$ cat config.mk
export PLATFORM = sky130hd
export DESIGN_NAME = mjdcal_ctl
export DESIGN_NICKNAME = d
export VERILOG_FILES = /design/src/rtl/core/mjd_to_calendar_date_unit_defines.svh /design/src/rtl/core/mjdcal_pkg.sv /design/src/rtl/core/mjdcal_ctl.sv
export SDC_FILE = /design/constraint.sdc
export NUM_CORES = 1
export LEC_CHECK = 0
export ABC_CLOCK_PERIOD_IN_PS = 1450
export BUFFER_PORTS_ARGS = -buffer_cell sky130_fd_sc_hd__buf_2
export CORE_UTILIZATION = 45
export CTS_CLUSTER_SIZE = 40
export DETAILED_ROUTE_END_ITERATION = 6
export PLACE_DENSITY = 0.78
export SYNTH_ARGS = -nofsm -noshare
export SYNTH_HDL_FRONTEND = slang
export SYNTH_SLANG_ARGS = --single-unit
$ cat constraint.sdc
create_clock -name clk -period 1.45 [get_ports clk]
set_input_delay 0.145 -clock clk [delete_from_list [all_inputs] [get_ports clk]]
set_output_delay 0.145 -clock clk [all_outputs]
set_load 0.1 [all_outputs]
$ cat src/rtl/core/mjd_to_calendar_date_unit_defines.svh
// Assertion macros for the MJD to calendar date unit.
// Both macros expect clk and rst in the calling scope.
`ifndef MJD_TO_CALENDAR_DATE_UNIT_DEFINES_SVH
`define MJD_TO_CALENDAR_DATE_UNIT_DEFINES_SVH
`ifndef SYNTHESIS
`define MJDCAL_ASSERT_NOW(lbl, ante, cons) \
  lbl: assert property (@(posedge clk) disable iff (rst) (ante) |-> (cons)) \
    else $error("mjdcal: same-cycle check failed");
`define MJDCAL_ASSERT_NEXT(lbl, ante, cons) \
  lbl: assert property (@(posedge clk) disable iff (rst) (ante) |=> (cons)) \
    else $error("mjdcal: next-cycle check failed");
`else
`define MJDCAL_ASSERT_NOW(lbl, ante, cons)
`define MJDCAL_ASSERT_NEXT(lbl, ante, cons)
`endif
`endif

$ cat src/rtl/core/mjdcal_pkg.sv
`default_nettype none
package mjdcal_pkg;

  localparam int PIPE_DEPTH = 25;

  localparam logic signed [22:0] MJD_FIRST_VALID = -23'sd678575;
  localparam logic signed [22:0] MJD_LAST_VALID  = 23'sd2973483;

  // floor(x / D) ~ (x * RCP) >> SH, one low at most, then one correction
  localparam int DIV_B  = 146097;
  localparam int RCP_B  = 114;
  localparam int SH_B   = 24;
  localparam int DIV_D  = 1461;
  localparam int RCP_D  = 22966;
  localparam int SH_D   = 25;
  localparam int DIV_F  = 306001;
  localparam int RCP_F  = 27;
  localparam int SH_F   = 23;
  localparam int DIV_DD = 10000;
  localparam int RCP_DD = 838;
  localparam int SH_DD  = 23;
  localparam int DIV_C  = 100;
  localparam int RCP_C  = 163;
  localparam int SH_C   = 14;

  typedef struct packed {
    logic [PIPE_DEPTH-1:0] en;
    logic [PIPE_DEPTH-1:0] valid;
  } pipe_ctl_t;

  typedef struct packed {
    logic signed [22:0] mjd;
    logic               rerr;
    logic [24:0]        xw;
    logic [14:0]        qe;
    logic [25:0]        prod;
    logic [7:0]         b;
    logic [22:0]        c;
    logic [13:0]        d;
    logic [22:0]        e;
    logic [9:0]         g;
    logic [3:0]         f;
    logic [4:0]         dd;
    logic [3:0]         m;
    logic [13:0]        y;
    logic [13:0]        yb;
    logic [24:0]        j1;
    logic [7:0]         q100;
    logic [7:0]         k;
    logic [8:0]         n;
  } date_t;

  typedef struct packed {
    logic [4:0]  hour;
    logic [5:0]  minute;
    logic [31:0] res;
    logic [21:0] sec;
  } tod_t;

endpackage
`default_nettype wire

$ cat src/rtl/core/mjdcal_ctl.sv
`default_nettype none
module mjdcal_ctl
  import mjdcal_pkg::*;
(
  input  wire logic clk,
  input  wire logic rst,
  input  wire logic in_valid,
  input  wire logic out_ready,
  output pipe_ctl_t ctl
);

  logic [PIPE_DEPTH-1:0] valid;
  logic [PIPE_DEPTH-1:0] en;

  // a stage may load unless it and every stage after it are full and the output stalls
  always_comb begin
    for (int k = 0; k < PIPE_DEPTH; k++) begin
      en[k] = out_ready | ~(&(valid | ~({PIPE_DEPTH{1'b1}} << k)));
    end
  end

  always_ff @(posedge clk) begin
    if (rst) begin
      valid <= '0;
    end else begin
      if (en[0]) begin
        valid[0] <= in_valid;
      end
      for (int k = 1; k < PIPE_DEPTH; k++) begin
        if (en[k]) begin
          valid[k] <= valid[k-1];
        end
      end
    end
  end

  assign ctl.en    = en;
  assign ctl.valid = valid;

endmodule
`default_nettype wire

==> results.txt, run 1 <==
Syn. warnings -> 0
Routability cong. -> 0.792
Setup WS pre-CTS -> -0.277 ns
Std-Cell Rows -> 17
Yosys top cell area share -> 44.6%
Clock sink count -> 25
Largest cells by area after synthesis -> dfxtp_1 45%, nor2_1 7.0%, a21oi_1 6.7%
Post_cts resized -> 100
Gate Count Post-Synth -> 128
DP Wirelength -> 2.70 mm
Root Driver -> clkbuf_4
IO Count -> 54
Netlist Area Pre-Place -> 0.00112 mm^2
Initial Utilization -> 49.3%
PortBufs -> 53
Synth Area per Inst -> 8.77 um^2
First error -> [ERROR DPL-0038] Utilization greater than 100%, impossible to legalize
Last stage -> clock tree synthesis (4_1_cts)
Post-CTS Setup Repair Bufs -> 12
Synth cell types -> 29
H-tree levels -> 1
Synthesized flop and latch total -> 25
Cts bufs inserted -> 3
Cell taking the most area after synthesis -> dfxtp_1
Die height -> 51.9 um
Clock Tree Buf Depth -> 2
Sequential share of the synthesized area -> 44.6%
Outcome -> stopped before the end
Syn Nets -> 132
Hold buffers post-CTS -> 0
Die width -> 51.9 um
per-stage QoR:
step	TNS, ns	instance area, um^2	std cells	util, %	hold WS, ns
2_1_floorplan	-21.59	1300	128	-	0.274
3_3_place_gp	-2.77	1940	244	85.4	0.384
3_5_place_dp	-3.72	1940	244	85.4	0.396
kinds of logic after synthesis:
kind of cell / Yosys count / share of synthesized area [%]
AOI/OAI and AO/OA: 20 / 9.92
and+or+nand+nor: 63 / 37.3
buffers and inverters: 20 / 8.14
DFF: 25 / 44.6
Yosys cell counts (all sizes together):
library cell	number
inv	16
clkbuf	2
and2	2
buf	2
a21oi	17
a31oi	3
nand4	9
nor4	2
nor2b	1
nand2	10
or3	1
and3	3
nor3	4
nand3	7
nor2	23
and4	1
dfxtp	25
==> run 2: changes to the inputs <==
--- a/config.mk
+++ b/config.mk
@@ -7,10 +7,10 @@
 export LEC_CHECK = 0
 export ABC_CLOCK_PERIOD_IN_PS = 1450
 export BUFFER_PORTS_ARGS = -buffer_cell sky130_fd_sc_hd__buf_2
-export CORE_UTILIZATION = 45
-export CTS_CLUSTER_SIZE = 40
+export CORE_AREA = 2 2 63 65
 export DETAILED_ROUTE_END_ITERATION = 6
-export PLACE_DENSITY = 0.78
+export DIE_AREA = 0 0 65 67
+export PLACE_DENSITY_LB_ADDON = 0.15
 export SYNTH_ARGS = -nofsm -noshare
 export SYNTH_HDL_FRONTEND = slang
 export SYNTH_SLANG_ARGS = --single-unit
==> run 2 against run 1 <==
Compared with the run above:
- synthesized cell count did not move
- area after synthesis stayed put
- the flow now finishes, with violations (setup timing)
==> results.txt, run 2 <==
PortBufs -> 53 (unchanged)
IO Count -> 54 (unchanged)
DRT Pass-1 Iters -> 4
Cts bufs inserted -> 3 (unchanged)
R2R Path End -> valid[17]
Crit Path Category -> reg2out
Worst r2r src -> valid[24]
Area of the multi-input gates -> 764 um^2
Setup crit end -> ctl[34]
Final Setup Violations -> 34
Largest cells by area after synthesis -> dfxtp_1 45%, nor2_1 7.0%, a21oi_1 6.7% (unchanged)
Clock Tree Buf Depth -> 2 (unchanged)
Final Hold Viols -> 0
Internal power -> 0.856 mW
Routed Antenna Nets -> 0
R2R depth -> 9
Critical Path Fanout Max -> 3
Cell taking the most area after synthesis -> dfxtp_1 (unchanged)
Post-synth EDFFs -> 0 (unchanged)
Sequential share of the synthesized area -> 44.6% (unchanged)
CP Data Required Time -> 1.31 ns
Global-route wire length before repair -> 6.29 mm
Netlist Area Pre-Place -> 0.00112 mm^2 (unchanged)
RSZ-0062 raised after global routing -> yes
Die height -> 67 um (was 51.9 um)
Outcome -> finished with violations (was stopped before the end)
Most flop-heavy register -> valid
Standby leakage power -> 1.35 nW
Core area -> 0.00361 mm^2
Post-route cell area -> 0.00271 mm^2
Hold buffers post-CTS -> 0 (unchanged)
Max-Cap Viols -> 0
Commonest non-fill, non-tap cell in the layout -> buf_4
Ys async rst share -> 0% (unchanged)
Clk_lat worst skew -> 0.26 ns
Pwr per Cell Area -> 418 mW/mm^2
Vias in the first global route -> 1331
Ant. Diodes -> 0
Synthesized flop and latch total -> 25 (unchanged)
CP endpoint kind -> output port
Sequential share of power -> 58.2%
Die area -> 0.00436 mm^2
DRC viols -> 0
Synth cell types -> 29 (unchanged)
Placed Cells -> 269 (was 244)
Gr ovfl total -> 0
Initial antenna violation count -> 0
H-tree levels -> 1 (unchanged)
Routability cong. -> 0.778 (was 0.792)
Startpoint Class -> flip-flop
TritonCTS clock tree -> built
Minimum clock period -> 1.86 ns
Power share of the clock group -> 36.2%
NetSw -> 0.275 mW
Yosys top cell area share -> 44.6% (unchanged)
Comb pwr share -> 5.6%
Via count -> 1351
Fmax achieved -> 0.538 GHz
Final net count -> 243
Die width -> 65 um (was 51.9 um)
DP Wirelength -> 2.58 mm (was 2.70 mm)
Worst path arrival time -> 1.71 ns
Largest regs -> valid: 25 flops
Clock sink count -> 25 (unchanged)
Switching Share -> 24.4%
Max Slew Vio Count -> 0
Root Driver -> clkbuf_8 (was clkbuf_4)
Post-route clock period utilization -> 128%
Register area -> 579 um^2
Commonest non-fill, non-tap cells in the layout -> 36 x buf_4, 27 x buf_2, 27 x buf_12, 20 x dfxtp_4, 19 x nor2_1
Min-Delay Path Class -> in2reg
Ys flop type -> dfxtp_1 (unchanged)
Layout cells sized above 1 -> 78.6%
Syn. warnings -> 0 (unchanged)
Worst IR Drop VDD -> 0.000293 V
Drt total wl -> 4.07 mm
Largest net degree at the start of global routing -> 26
DP Area -> 0.00201 mm^2 (was 0.00194 mm^2)
Setup crit start -> valid[24]
Number of flip-flops in the largest register -> 25
Core Util, Final -> 75.0%
P&R area growth vs syn -> 141%
Flop-to-flop setup slack -> -0.14 ns
Std-Cell Rows -> 22 (was 17)
Synth cell count leaders -> 25 x dfxtp_1, 21 x nor2_1, 15 x a21oi_1 (unchanged)
Worst-Margin Slew -> 0.575 ns
Vias per inst -> 4.72
Setup WS pre-CTS -> -0.300 ns (was -0.277 ns)
WL/cell -> 14.2 um
Top-count cell post-synth -> dfxtp_1 (unchanged)
Final worst slack -> -0.408 ns
Synth Area per Inst -> 8.77 um^2 (unchanged)
Gate Count Post-Synth -> 128 (unchanged)
Failing checks -> setup timing
Layout filler cell count -> 243
Iteration-0 DRC Markers -> 46
Worst Skew -> 0.00395 ns
Slew Limit Headroom -> 61.7%
Initial Utilization -> 31.1% (was 49.3%)
Global Route Usage Sum -> 18.5%
Syn Nets -> 132 (unchanged)
Clock Pin Slew Worst Setup and Hold Paths -> 0.09 ns
Final non-filler cell total -> 286
-- run 2: worst min-delay path by stage --
stage / from / to / slack, ns / cells past startpoint
2_1_floorplan: in_valid / valid[0] / 0.27 / 2
3_3_place_gp: in_valid / valid[0] / 0.39 / 3
3_5_place_dp: in_valid / valid[0] / 0.39 / 3
4_1_cts: in_valid / valid[0] / 0.10 / 3
5_1_grt: in_valid / valid[0] / 0.14 / 3
6_report: in_valid / valid[0] / 0.12 / 3
-- run 2: worst max-delay path, stage by stage (launching register included) --
cell and delay, ns:
dfxtp_4 0.35, nor2b_4 0.18, inv_6 0.04, or3_4 0.33, nor3_4 0.18, buf_6 0.16
nand2_4 0.05, buf_12 0.16
-- run 2: power groups by stage --
stage | Combinational [mW] | Clock (mW) | Sequential, mW
floorplan | 0.0165 | 0 | 0.706
global placement | 0.0593 | 0 | 0.673
detailed placement | 0.0599 | 0 | 0.674
CTS | 0.0600 | 0.434 | 0.658
global route | 0.0664 | 0.446 | 0.659
finish | 0.0636 | 0.410 | 0.658
-- run 2: metrics by stage --
stage               TNS, ns  power, mW  hold WS [ns]
detailed placement    -3.74      0.734         0.394
global route         -10.75       1.17         0.135
finish                -7.64       1.13         0.122
CTS                   -8.43       1.15         0.101
floorplan            -21.59      0.722         0.274
global placement      -3.15      0.733         0.385
-- run 2: per-layer routing --
metal	track usage (%)	up-vias	share of wire, %
li1	-	652	-
met1	23.1	653	41
met2	33.2	38	54
met3	2.36	8	3.1
met4	5.05	0	1.9
met5	0	-	0
-- run 2: cells by family after synthesis --
group	Yosys count	synth area share (%)
AO/OA/AOI/OAI	20	9.92
buffers and inverters	20	8.14
flip-flops	25	44.6
AND/OR/NAND/NOR	63	37.3
-- run 2: repair_timing --
| item | 4_1_cts | 5_1_grt |
|---|---|---|
| pin swaps | 14 | 20 |
| buffers inserted | 10 | 9 |
| gates resized for setup | 109 | 30 |
| setup endpoints to repair | 31 | 41 |
-- run 2: cell type report --
class                           instances  share of cell area [%]
Timing Repair Buffer                  110                    43.7
Tap cell                               48                    2.22
Multi-Input combinational cell         83                    28.3
Clock buffer                            3                    1.53
Inverter                               16                    2.68
Clock inverter                          1                   0.185
Sequential cell                        25                    21.4
Note: power is estimated with default switching activity, not from simulation.
