$ cat config.mk
export PLATFORM = sky130hd
export DESIGN_NAME = mjdcal_tod
export DESIGN_NICKNAME = d
export VERILOG_FILES = /design/src/rtl/core/mjd_to_calendar_date_unit_defines.svh /design/src/rtl/core/mjdcal_pkg.sv /design/src/rtl/core/mjdcal_tod.sv
export SDC_FILE = /design/constraint.sdc
export NUM_CORES = 1
export LEC_CHECK = 0
export BUFFER_PORTS_ARGS = -buffer_cell sky130_fd_sc_hd__buf_2
export CAP_MARGIN = 40
export CORE_ASPECT_RATIO = 1.1
export CORE_MARGIN = 2
export CORE_UTILIZATION = 60
export DETAILED_ROUTE_END_ITERATION = 8
export GPL_ROUTABILITY_DRIVEN = 0
export PLACE_DENSITY_LB_ADDON = 0.15
export REMOVE_ABC_BUFFERS = 1
export SLEW_MARGIN = 20
export SYNTH_ARGS = -nofsm -noshare
export SYNTH_HDL_FRONTEND = slang
export SYNTH_SLANG_ARGS = --single-unit
$ cat constraint.sdc
create_clock -name clk -period 10.4 [get_ports clk]
set_clock_uncertainty 0.05 [all_clocks]
set_input_delay 0.52 -clock clk [delete_from_list [all_inputs] [get_ports clk]]
set_output_delay 0.52 -clock clk [all_outputs]
set_load 0.005 [all_outputs]
$ cat src/rtl/core/mjd_to_calendar_date_unit_defines.svh
// Assertion macros for the MJD to calendar date unit.
// Both macros expect clk and rst in the calling scope.
`ifndef MJD_TO_CALENDAR_DATE_UNIT_DEFINES_SVH
`define MJD_TO_CALENDAR_DATE_UNIT_DEFINES_SVH
`ifndef SYNTHESIS
`define MJDCAL_ASSERT_NOW(lbl, ante, cons) \
  lbl: assert property (@(posedge clk) disable iff (rst) (ante) |-> (cons)) \
    else $error("mjdcal: same-cycle check failed");
`define MJDCAL_ASSERT_NEXT(lbl, ante, cons) \
  lbl: assert property (@(posedge clk) disable iff (rst) (ante) |=> (cons)) \
    else $error("mjdcal: next-cycle check failed");
`else
`define MJDCAL_ASSERT_NOW(lbl, ante, cons)
`define MJDCAL_ASSERT_NEXT(lbl, ante, cons)
`endif
`endif

$ cat src/rtl/core/mjdcal_pkg.sv
`default_nettype none
package mjdcal_pkg;

  localparam int PIPE_DEPTH = 25;

  localparam logic signed [22:0] MJD_FIRST_VALID = -23'sd678575;
  localparam logic signed [22:0] MJD_LAST_VALID  = 23'sd2973483;

  // floor(x / D) ~ (x * RCP) >> SH, one low at most, then one correction
  localparam int DIV_B  = 146097;
  localparam int RCP_B  = 114;
  localparam int SH_B   = 24;
  localparam int DIV_D  = 1461;
  localparam int RCP_D  = 22966;
  localparam int SH_D   = 25;
  localparam int DIV_F  = 306001;
  localparam int RCP_F  = 27;
  localparam int SH_F   = 23;
  localparam int DIV_DD = 10000;
  localparam int RCP_DD = 838;
  localparam int SH_DD  = 23;
  localparam int DIV_C  = 100;
  localparam int RCP_C  = 163;
  localparam int SH_C   = 14;

  typedef struct packed {
    logic [PIPE_DEPTH-1:0] en;
    logic [PIPE_DEPTH-1:0] valid;
  } pipe_ctl_t;

  typedef struct packed {
    logic signed [22:0] mjd;
    logic               rerr;
    logic [24:0]        xw;
    logic [14:0]        qe;
    logic [25:0]        prod;
    logic [7:0]         b;
    logic [22:0]        c;
    logic [13:0]        d;
    logic [22:0]        e;
    logic [9:0]         g;
    logic [3:0]         f;
    logic [4:0]         dd;
    logic [3:0]         m;
    logic [13:0]        y;
    logic [13:0]        yb;
    logic [24:0]        j1;
    logic [7:0]         q100;
    logic [7:0]         k;
    logic [8:0]         n;
  } date_t;

  typedef struct packed {
    logic [4:0]  hour;
    logic [5:0]  minute;
    logic [31:0] res;
    logic [21:0] sec;
  } tod_t;

endpackage
`default_nettype wire

$ cat src/rtl/core/mjdcal_tod.sv
`default_nettype none
module mjdcal_tod
  import mjdcal_pkg::*;
(
  input  wire logic      clk,
  input  wire pipe_ctl_t ctl,
  input  wire logic [31:0] day_fraction,
  output logic [4:0]     hour_out,
  output logic [5:0]     minute_out,
  output logic [21:0]    second_fixed
);

  tod_t st [PIPE_DEPTH];
  tod_t st_next [PIPE_DEPTH];

  always_comb begin
    logic [36:0] m37;
    logic [37:0] m38;

    m37 = 37'(day_fraction) * 37'd24;
    st_next[0]      = '0;
    st_next[0].hour = m37[36:32];
    st_next[0].res  = m37[31:0];

    for (int k = 1; k < PIPE_DEPTH; k++) begin
      st_next[k] = st[k-1];
    end

    m38 = 38'(st[0].res) * 38'd60;
    st_next[1].minute = m38[37:32];
    st_next[1].res    = m38[31:0];

    m38 = 38'(st[1].res) * 38'd60;
    st_next[2].sec = m38[37:16];
  end

  always_ff @(posedge clk) begin
    for (int k = 0; k < PIPE_DEPTH; k++) begin
      if (ctl.en[k]) begin
        st[k] <= st_next[k];
      end
    end
  end

  assign hour_out     = st[PIPE_DEPTH-1].hour;
  assign minute_out   = st[PIPE_DEPTH-1].minute;
  assign second_fixed = st[PIPE_DEPTH-1].sec;

endmodule
`default_nettype wire

After elaboration in Yosys (flattened, before gate mapping)
Memory sizes are Yosys's and may differ from the RTL's.
Cells that the tools add are included.
{"block": "totals", "reg_bits": 0, "ram_bits": 1625, "wordCells": 54, "memories": 1}
{"memory": "st", "depth": 25, "width": 65, "rd": 25, "rd_ports_with_merged_regs": 0, "wr": 25, "line": "mjdcal_tod.sv:13", "text": "tod_t st [PIPE_DEPTH];"}
{"block": "classes", "mul": 3, "mux": 50}
{"op": "$mul 32x4->36 const B", "count": 2}
{"op": "$mux 1", "count": 50}
{"op": "$mul 32x2->34 const B", "count": 1}

Logic depth before layout (Yosys ltp)
Gate-level depths: netlist of run 1.
{"block": "logic_depth", "depth_word": 2, "ltp_mapped": 14}

Worst setup path before layout of run 1
OpenSTA, ideal clock, no wires.
{"block": "synth_path", "path_type": "reg2reg", "from": "memory st[0][42] (netlist name)", "to": "memory st[0][124] (netlist name) (data pin)", "setup_time_ns": 0.270, "t_arrival_ns": 3.579, "path_slack_ns": 6.501, "stages_incl_launch_ff": 14, "n_path_buf": 0, "period_less_slack_ns": 3.899, "path_cell_list": "edfxtp_1 > inv_1 > fa_1 > fa_1 > inv_1 > ha_1 > and4_1 > and3_1 > a22o_1 > o31a_1 > or3_4 > a41oi_2 > o41ai_2 > xor2_1"}
{"item": "from (decl)", "line": "mjdcal_tod.sv:13"}

==> results of run 1 <==
cell usage in the layout (no fill, tap or decap), types with 40 or more instances in the layout:
cell type / Yosys / layout
buf_2: 2 / 90
clkbuf_16: 0 / 80
a21oi_1: 65 / 65
o21ai_0: 46 / 46
fa_1: 106 / 106
edfxtp_1: 831 / 831
nand2_1: 40 / 40
nor2_1: 42 / 42
ha_1: 103 / 103
a21o_1: 48 / 48
xnor2_1: 46 / 46
inv_1: 181 / 181
cell type report:
type	instances	area (um^2)	area share, %
Inverter	181	679	1.87
Clock buffer	95	2060	5.66
Sequential cell	831	25000	68.6
Timing Repair Buffer	96	561	1.54
Multi-Input combinational cell	705	6630	18.2
Tap cell	728	911	2.50
Clock inverter	47	597	1.64
timing repair:
action                                 in CTS  in global routing
endpoints found under the hold margin       1                  0
setup endpoints to repair                   0                  0
hold buffers                                1                  0
stage by stage:
stage / util, % / instances / cell area [um^2]
after detailed placement: 62.6 / 2535 / 33600
final: 67.8 / 2683 / 36400
after global routing: 67.8 / 2683 / 36400
after global placement: 62.6 / 2535 / 33600
after floorplan: - / 1717 / 32300
after CTS: 67.6 / 2678 / 36300
layer usage:
layer / vias to the layer above / GRT usage, % / wire length (um)
li1: 6790 / - / -
met1: 7133 / 17.7 / 17100
met2: 278 / 31.9 / 24900
met3: 85 / 3.25 / 1730
met4: 0 / 7.22 / 1270
met5: - / 0 / 0
worst paths after layout:
kind,from,endpoint,cells past startpoint
max,st[0][28],st[0][124],13
min reg2reg,st[0][778],st[0][843],0
min,ctl[29],st[0][278],1
max reg2reg,st[0][28],st[0][124],13
kinds of logic (layout without fill, tap and decap cells):
group / count (synthesis) / count (layout) / synth area share [%]
AO/OA/AOI/OAI: 254 / 254 / 5.26
multiplexers: 2 / 2 / 0.0652
XOR/XNOR: 70 / 70 / 1.88
AND/OR/NAND/NOR: 170 / 170 / 2.67
adder cells (fa/ha/maj): 209 / 209 / 10.5
flip-flops: 831 / 831 / 76.5
buffers and inverters: 230 / 419 / 3.12
worst register-to-register path, cell delays in order (launching register included):
cell and delay (ns):
edfxtp_1 0.43, inv_1 0.18, fa_1 0.46, fa_1 0.51, inv_1 0.04, ha_1 0.33, nor2b_1 0.16, o31ai_1 0.54
a211oi_1 0.20, o31a_1 0.33, or3_4 0.37, a41oi_2 0.32, o41ai_2 0.14, xor2_1 0.17
==> reports/summary.txt, run 1 <==
drt total wl -> 45100 um
first-pass GRT wire length -> 73900 um
CTS max path bufs -> 3
post-CTS setup buffers -> 0
Post-Synthesis Mean Instance Area -> 18.5 um^2
Slew headroom -> 45.6%
grt ovf -> 0
TritonCTS Buffers -> 80
Pins Over Slew Limit -> 0
Root Buffer -> clkbuf_16
commonest cells in the netlist -> 831 x edfxtp_1, 181 x inv_1, 106 x fa_1
fillers -> 3533
via count -> 14286
Setup TNS -> 0 ns
Crit Path Max Fanout -> 4
Die Ht -> 248 um
Critical Path Max Stage Delay -> 0.54 ns
Crit path required time -> 10.69 ns
Worst-path clk slew -> 0.06 ns
Final Hold Fails -> 0
Netlist cell types -> 72
ranking of synthesized cells by area -> edfxtp_1 77%, fa_1 6.5%, ha_1 4.0%
wire per inst -> 16.8 um
Critical path buffers and inverters -> 2
cell with the most instances after synthesis -> edfxtp_1
number of global-route vias before repair -> 15312
fmax -> 222 MHz
crit-path cells -> inv_1 > fa_1 > fa_1 > inv_1 > ha_1 > nor2b_1 > o31ai_1 > a211oi_1 > o31a_1 > or3_4 > a41oi_2 > o41ai_2 > xor2_1
final period utilization -> 43.3%
critical path class -> flop to flop
n_diodes -> 0
largest register by flop count -> st
max reg flops -> 831
Critical Path AT -> 4.80 ns
unrepaired setup endpoints after global routing -> no
pin count of the biggest net entering global routing -> 39
Yosys top cell area share -> 76.5%
Synth area leader -> edfxtp_1
layout net count -> 2187
DRT iter0 DRCs -> 690
Total Routing Usage GR -> 16.8%
TritonCTS sink count -> 831
Worst-Skew Late Latency -> 0.63 ns
Place WS -> 5.89 ns
Final min period -> 4.50 ns
MaxCap Viol Count -> 0
post-CTS sizing -> 0
CTS tree -> done
final setup fails -> 0
worst reg-to-reg setup slack -> 5.90 ns
status -> completed
IO Pins -> 116
Core Area -> 0.0537 mm^2
drt first pass iters -> 5
vias per std cell -> 5.32
Area Overhead vs Synth -> 11.6%
asr flop ratio synth -> 0%
flops & latches, synth -> 831
Hold Path Class -> input port to flop
EDFF count, synth -> 831
initial antenna violation count -> 0
Worst Slack Setup Final -> 5.90 ns
Most used DFF post-synth -> edfxtp_1
final hold slack -> 0.108 ns
Crit-path slowest cell -> o31ai_1
IO Port Bufs -> 90
Slew @ Worst Pin -> 0.816 ns
Worst path top cell family by delay -> compound AO/OA/AOI/OAI gates
Initial Util -> 60.7%
Mapped Area -> 0.0326 mm^2
register area share after synthesis -> 76.5%
proportion of layout cells with a drive suffix above 1 -> 11.9%
yosys warns -> 0
residual DRC count -> 0
Worst setup EP type -> flop
Core Rows -> 89
Die Wd -> 226 um
Die ar. -> 0.0562 mm^2
Syn Inst Count -> 1766
largest registers -> st x831
Startpoint Class -> flop
dpl hpwl -> 28700 um
DRT antenna net count -> 0
H-tree Lvls -> 3
Power of run 1 is not shown: default switching activity piles up to over one toggle a cycle in this logic, so the estimate is an artifact.
==> run 2, diff against run 1 <==
--- a/config.mk
+++ b/config.mk
@@ -9,7 +9,7 @@
 export CAP_MARGIN = 40
 export CORE_ASPECT_RATIO = 1.1
 export CORE_MARGIN = 2
-export CORE_UTILIZATION = 60
+export CORE_UTILIZATION = 56
 export DETAILED_ROUTE_END_ITERATION = 8
 export GPL_ROUTABILITY_DRIVEN = 0
 export PLACE_DENSITY_LB_ADDON = 0.15
==> constraint.sdc (replaced) <==
create_clock -name clk -period 4 [get_ports clk]
set_clock_uncertainty 0.05 [all_clocks]
set_input_delay 0.2 -clock clk [delete_from_list [all_inputs] [get_ports clk]]
set_output_delay 0.2 -clock clk [all_outputs]
set_load 0.005 [all_outputs]
==> reports/summary.txt, run 2 (synthesis gave the netlist of run 1 again) <==
n_diodes -> 0
Final min period -> 4.18 ns
max reg flops -> 831
CP startpoint -> st[0][27]
Crit Path Max Fanout -> 3
unrepaired setup endpoints after global routing -> yes
Die Wd -> 234 um
Root Buffer -> clkbuf_16
vias per std cell -> 5.12
Final Hold Fails -> 0
Hold Path Class -> input port to flop
final hold slack -> 0.0467 ns
pin count of the biggest net entering global routing -> 39
fmax -> 239 MHz
TritonCTS Buffers -> 79
MaxCap Viol Count -> 0
largest registers -> st x831
Slew headroom -> 46.3%
proportion of layout cells with a drive suffix above 1 -> 17.8%
drt first pass iters -> 5
DRT iter0 DRCs -> 738
H-tree Lvls -> 3
residual DRC count -> 0
critical path class -> flop to flop
Crit path required time -> 4.31 ns
Area Overhead vs Synth -> 14.1%
TritonCTS sink count -> 831
Worst-Skew Late Latency -> 0.61 ns
Pins Over Slew Limit -> 0
Worst-path clk slew -> 0.06 ns
Die Ht -> 257 um
layout net count -> 2276
violated checks -> setup timing
largest register by flop count -> st
IO Port Bufs -> 90
Final Cell Area -> 0.0372 mm^2
Startpoint Class -> flop
commonest non-fill, non-tap cell in the layout -> edfxtp_1
status -> finished, violations left
Core Rows -> 92
drt total wl -> 41700 um
via count -> 14308
reg2reg start -> st[0][27]
most frequent cells in the layout -> 831 x edfxtp_1, 168 x inv_1, 104 x fa_1
first-pass GRT wire length -> 69400 um
number of global-route vias before repair -> 15231
final period utilization -> 104%
Total Routing Usage GR -> 14.2%
Die ar. -> 0.0602 mm^2
IO Pins -> 116
area post-placement -> 0.0342 mm^2
CTS max path bufs -> 3
DRT antenna net count -> 0
grt ovf -> 0
Worst setup EP type -> flop
initial antenna violation count -> 0
Worst Slack Setup Final -> -0.177 ns
dpl hpwl -> 28200 um
wire per inst -> 14.9 um
hold path startpoint -> day_fraction[9]
CTS tree -> done
Initial Util -> 56.8%
Critical Path AT -> 4.48 ns
Slew @ Worst Pin -> 0.805 ns
final setup fails -> 4
Core Area -> 0.0574 mm^2
## run 2: path summary, 6_finish.rpt
kind                            slack [ns]  depth (start not counted)    endpoint
worst max-delay path                 -0.18                         14  st[0][121]
worst min-delay path                  0.05                          3   st[0][34]
worst max register to register       -0.18                         14  st[0][121]
worst min register to register        0.36                          0  st[0][704]
## run 2: what timing repair did
item	4_1_cts	5_1_grt
pin swaps	3	28
hold buffers	3	1
endpoints found under the hold margin	3	2
endpoints found under the setup margin	9	25
setup buffers	3	12
gates resized for setup	18	52
## run 2: cell type report
type | count | area (um^2)
sequential | 831 | 25000
fill | 3863 | 20200
multi-input combinational | 705 | 6930
clock buffer | 93 | 2030
timing repair buffer | 186 | 1200
tap | 752 | 941
inverter | 181 | 679
clock inverter | 49 | 475
## run 2: layer usage
metal | routed length [um] | share of wire [%] | vias up | global-route usage [%]
met4 | 1290 | 3.1 | 0 | 6.75
met1 | 15400 | 37 | 6975 | 14.5
met3 | 1620 | 3.9 | 101 | 2.67
met5 | 0 | 0 | - | 0
li1 | - | - | 6968 | -
met2 | 23400 | 56 | 264 | 27.3
## run 2: stage by stage
stage / setup WS (ns) / std cells / TNS [ns] / utilization, %
after floorplan: 0.101 / 1717 / 0 / -
after global placement: -0.134 / 2637 / -0.409 / 59.6
after detailed placement: -0.242 / 2637 / -1.10 / 59.6
after CTS: -0.0946 / 2785 / -0.160 / 64.2
after global routing: -0.270 / 2797 / -1.43 / 64.8
final: -0.177 / 2797 / -0.415 / 64.8
## run 2: worst max-delay path: stages, from the launching register on
cell and delay [ns]:
edfxtp_1 0.40, buf_6 0.14, fa_2 0.48, fa_1 0.60, buf_6 0.12, ha_4 0.19, a211oi_4 0.28, nor4_2 0.06
or2_4 0.26, o41ai_4 0.43, buf_4 0.21, o31ai_4 0.06, or4_4 0.43, a21oi_2 0.16, xnor2_1 0.07
Power of run 2 is left out for the same reason.
==> run 3, diff against run 2 <==
--- a/config.mk
+++ b/config.mk
@@ -13,7 +13,6 @@
 export DETAILED_ROUTE_END_ITERATION = 8
 export GPL_ROUTABILITY_DRIVEN = 0
 export PLACE_DENSITY_LB_ADDON = 0.15
-export REMOVE_ABC_BUFFERS = 1
 export SLEW_MARGIN = 20
 export SYNTH_ARGS = -nofsm -noshare
 export SYNTH_HDL_FRONTEND = slang
==> reports/summary.txt, run 3 (synthesis gave the netlist of run 1 again) <==
status -> finished, violations left
violated checks -> setup timing
Final Hold Fails -> 0
initial antenna violation count -> 0
final hold slack -> 0.0596 ns
fmax -> 244 MHz
Die Ht -> 257 um
drt total wl -> 45300 um
Core Rows -> 92
Worst path top cell family by delay -> adder cells
drt first pass iters -> 6
DRT iter0 DRCs -> 746
Final min period -> 4.11 ns
pin count of the biggest net entering global routing -> 35
synthesized net count -> 2058
number of global-route vias before repair -> 15851
Crit path required time -> 4.30 ns
Crit Path Max Fanout -> 4
TritonCTS Buffers -> 78
Die Wd -> 234 um
MaxCap Viol Count -> 0
fillers -> 3744
final setup fails -> 3
vias per std cell -> 5.18
Die ar. -> 0.0602 mm^2
dpl hpwl -> 29800 um
max reg flops -> 831
layout net count -> 2294
Critical path buffers and inverters -> 5
Slew headroom -> 46.8%
Critical Path Max Stage Delay -> 0.55 ns
Worst setup EP type -> flop
Worst Slack Setup Final -> -0.106 ns
TritonCTS sink count -> 831
CTS tree -> done
IO Pins -> 116
Pins Over Slew Limit -> 0
Slew @ Worst Pin -> 0.799 ns
H-tree Lvls -> 3
Startpoint Class -> flop
residual DRC count -> 0
proportion of layout cells with a drive suffix above 1 -> 19.9%
Worst-path clk slew -> 0.06 ns
Total Routing Usage GR -> 15.3%
Hold Path Class -> input port to flop
Core Area -> 0.0574 mm^2
Worst-Skew Late Latency -> 0.61 ns
DRT antenna net count -> 0
largest register by flop count -> st
Critical Path AT -> 4.41 ns
global routing met2 resource utilization -> 29.3%
CTS max path bufs -> 3
Final Cell Area -> 0.0380 mm^2
crit-path cells -> buf_6 > fa_1 > fa_1 > inv_1 > fa_2 > nor2b_2 > o31ai_1 > buf_4 > a211oi_2 > o31a_1 > or3_4 > buf_4 > buf_6 > a31oi_4 > o31ai_2 > xor2_1
via count -> 14610
grt ovf -> 0
most frequent cells in the layout -> 831 x edfxtp_1, 162 x inv_1, 105 x fa_1
IO Port Bufs -> 90
Root Buffer -> clkbuf_16
Crit-path slowest cell -> fa_1
GR peak layer -> met2
Initial Util -> 56.8%
Area Overhead vs Synth -> 16.7%
critical path class -> flop to flop
wire per inst -> 16.1 um
met3 Use GR -> 2.79%
final period utilization -> 103%
first-pass GRT wire length -> 74000 um
commonest non-fill, non-tap cell in the layout -> edfxtp_1
unrepaired setup endpoints after global routing -> yes
met1 Track Usage GR -> 16.0%
largest registers -> st x831
area post-placement -> 0.0343 mm^2
n_diodes -> 0
==> run 3: final cells by class <==
class	instances	area [um^2]	share of cell area [%]
timing repair buffer	205	1490	3.92
clock inverter	58	878	2.31
clock buffer	86	2000	5.27
sequential	831	25000	65.6
tap	752	941	2.47
inverter	181	679	1.79
multi-input combinational	705	7090	18.6
==> run 3: repair_timing <==
| action | CTS | global route |
|---|---|---|
| setup endpoints to repair | 9 | 19 |
| hold buffers | 4 | 7 |
| pin swaps | 5 | 37 |
| endpoints found under the hold margin | 8 | 48 |
| cloned | 0 | 0 |
| setup buffers | 1 | 10 |
| gates resized for setup | 23 | 69 |
==> run 3: metal layers <==
layer | vias up | wire [um]
met5 | - | 0
met4 | 0 | 1550
met3 | 113 | 1650
met2 | 258 | 25000
met1 | 7217 | 17100
li1 | 7022 | -
==> run 3: path summary, 6_finish.rpt <==
check	to	start	slack, ns	depth (start not counted)
min reg2reg	st[0][778]	st[0][713]	0.35	0
min	st[0][28]	day_fraction[3]	0.06	3
max reg2reg	st[0][120]	st[0][27]	-0.11	16
max	st[0][120]	st[0][27]	-0.11	16
==> run 3: metrics by stage <==
step / util, % / worst slack [ns] / TNS [ns] / std cells
2_1_floorplan: - / 0.101 / 0 / 1766
3_3_place_gp: 59.7 / -0.139 / -0.211 / 2644
3_5_place_dp: 59.8 / -0.190 / -0.584 / 2645
4_1_cts: 65.0 / 0.0000551 / 0 / 2794
5_1_grt: 66.2 / -0.201 / -0.820 / 2818
6_report: 66.2 / -0.106 / -0.240 / 2818
==> run 3: worst min-delay path, stage by stage <==
cell and delay, ns:
buf_2 0.09, ha_1 0.18, xnor2_1 0.13
Power of run 3 is left out for the same reason.
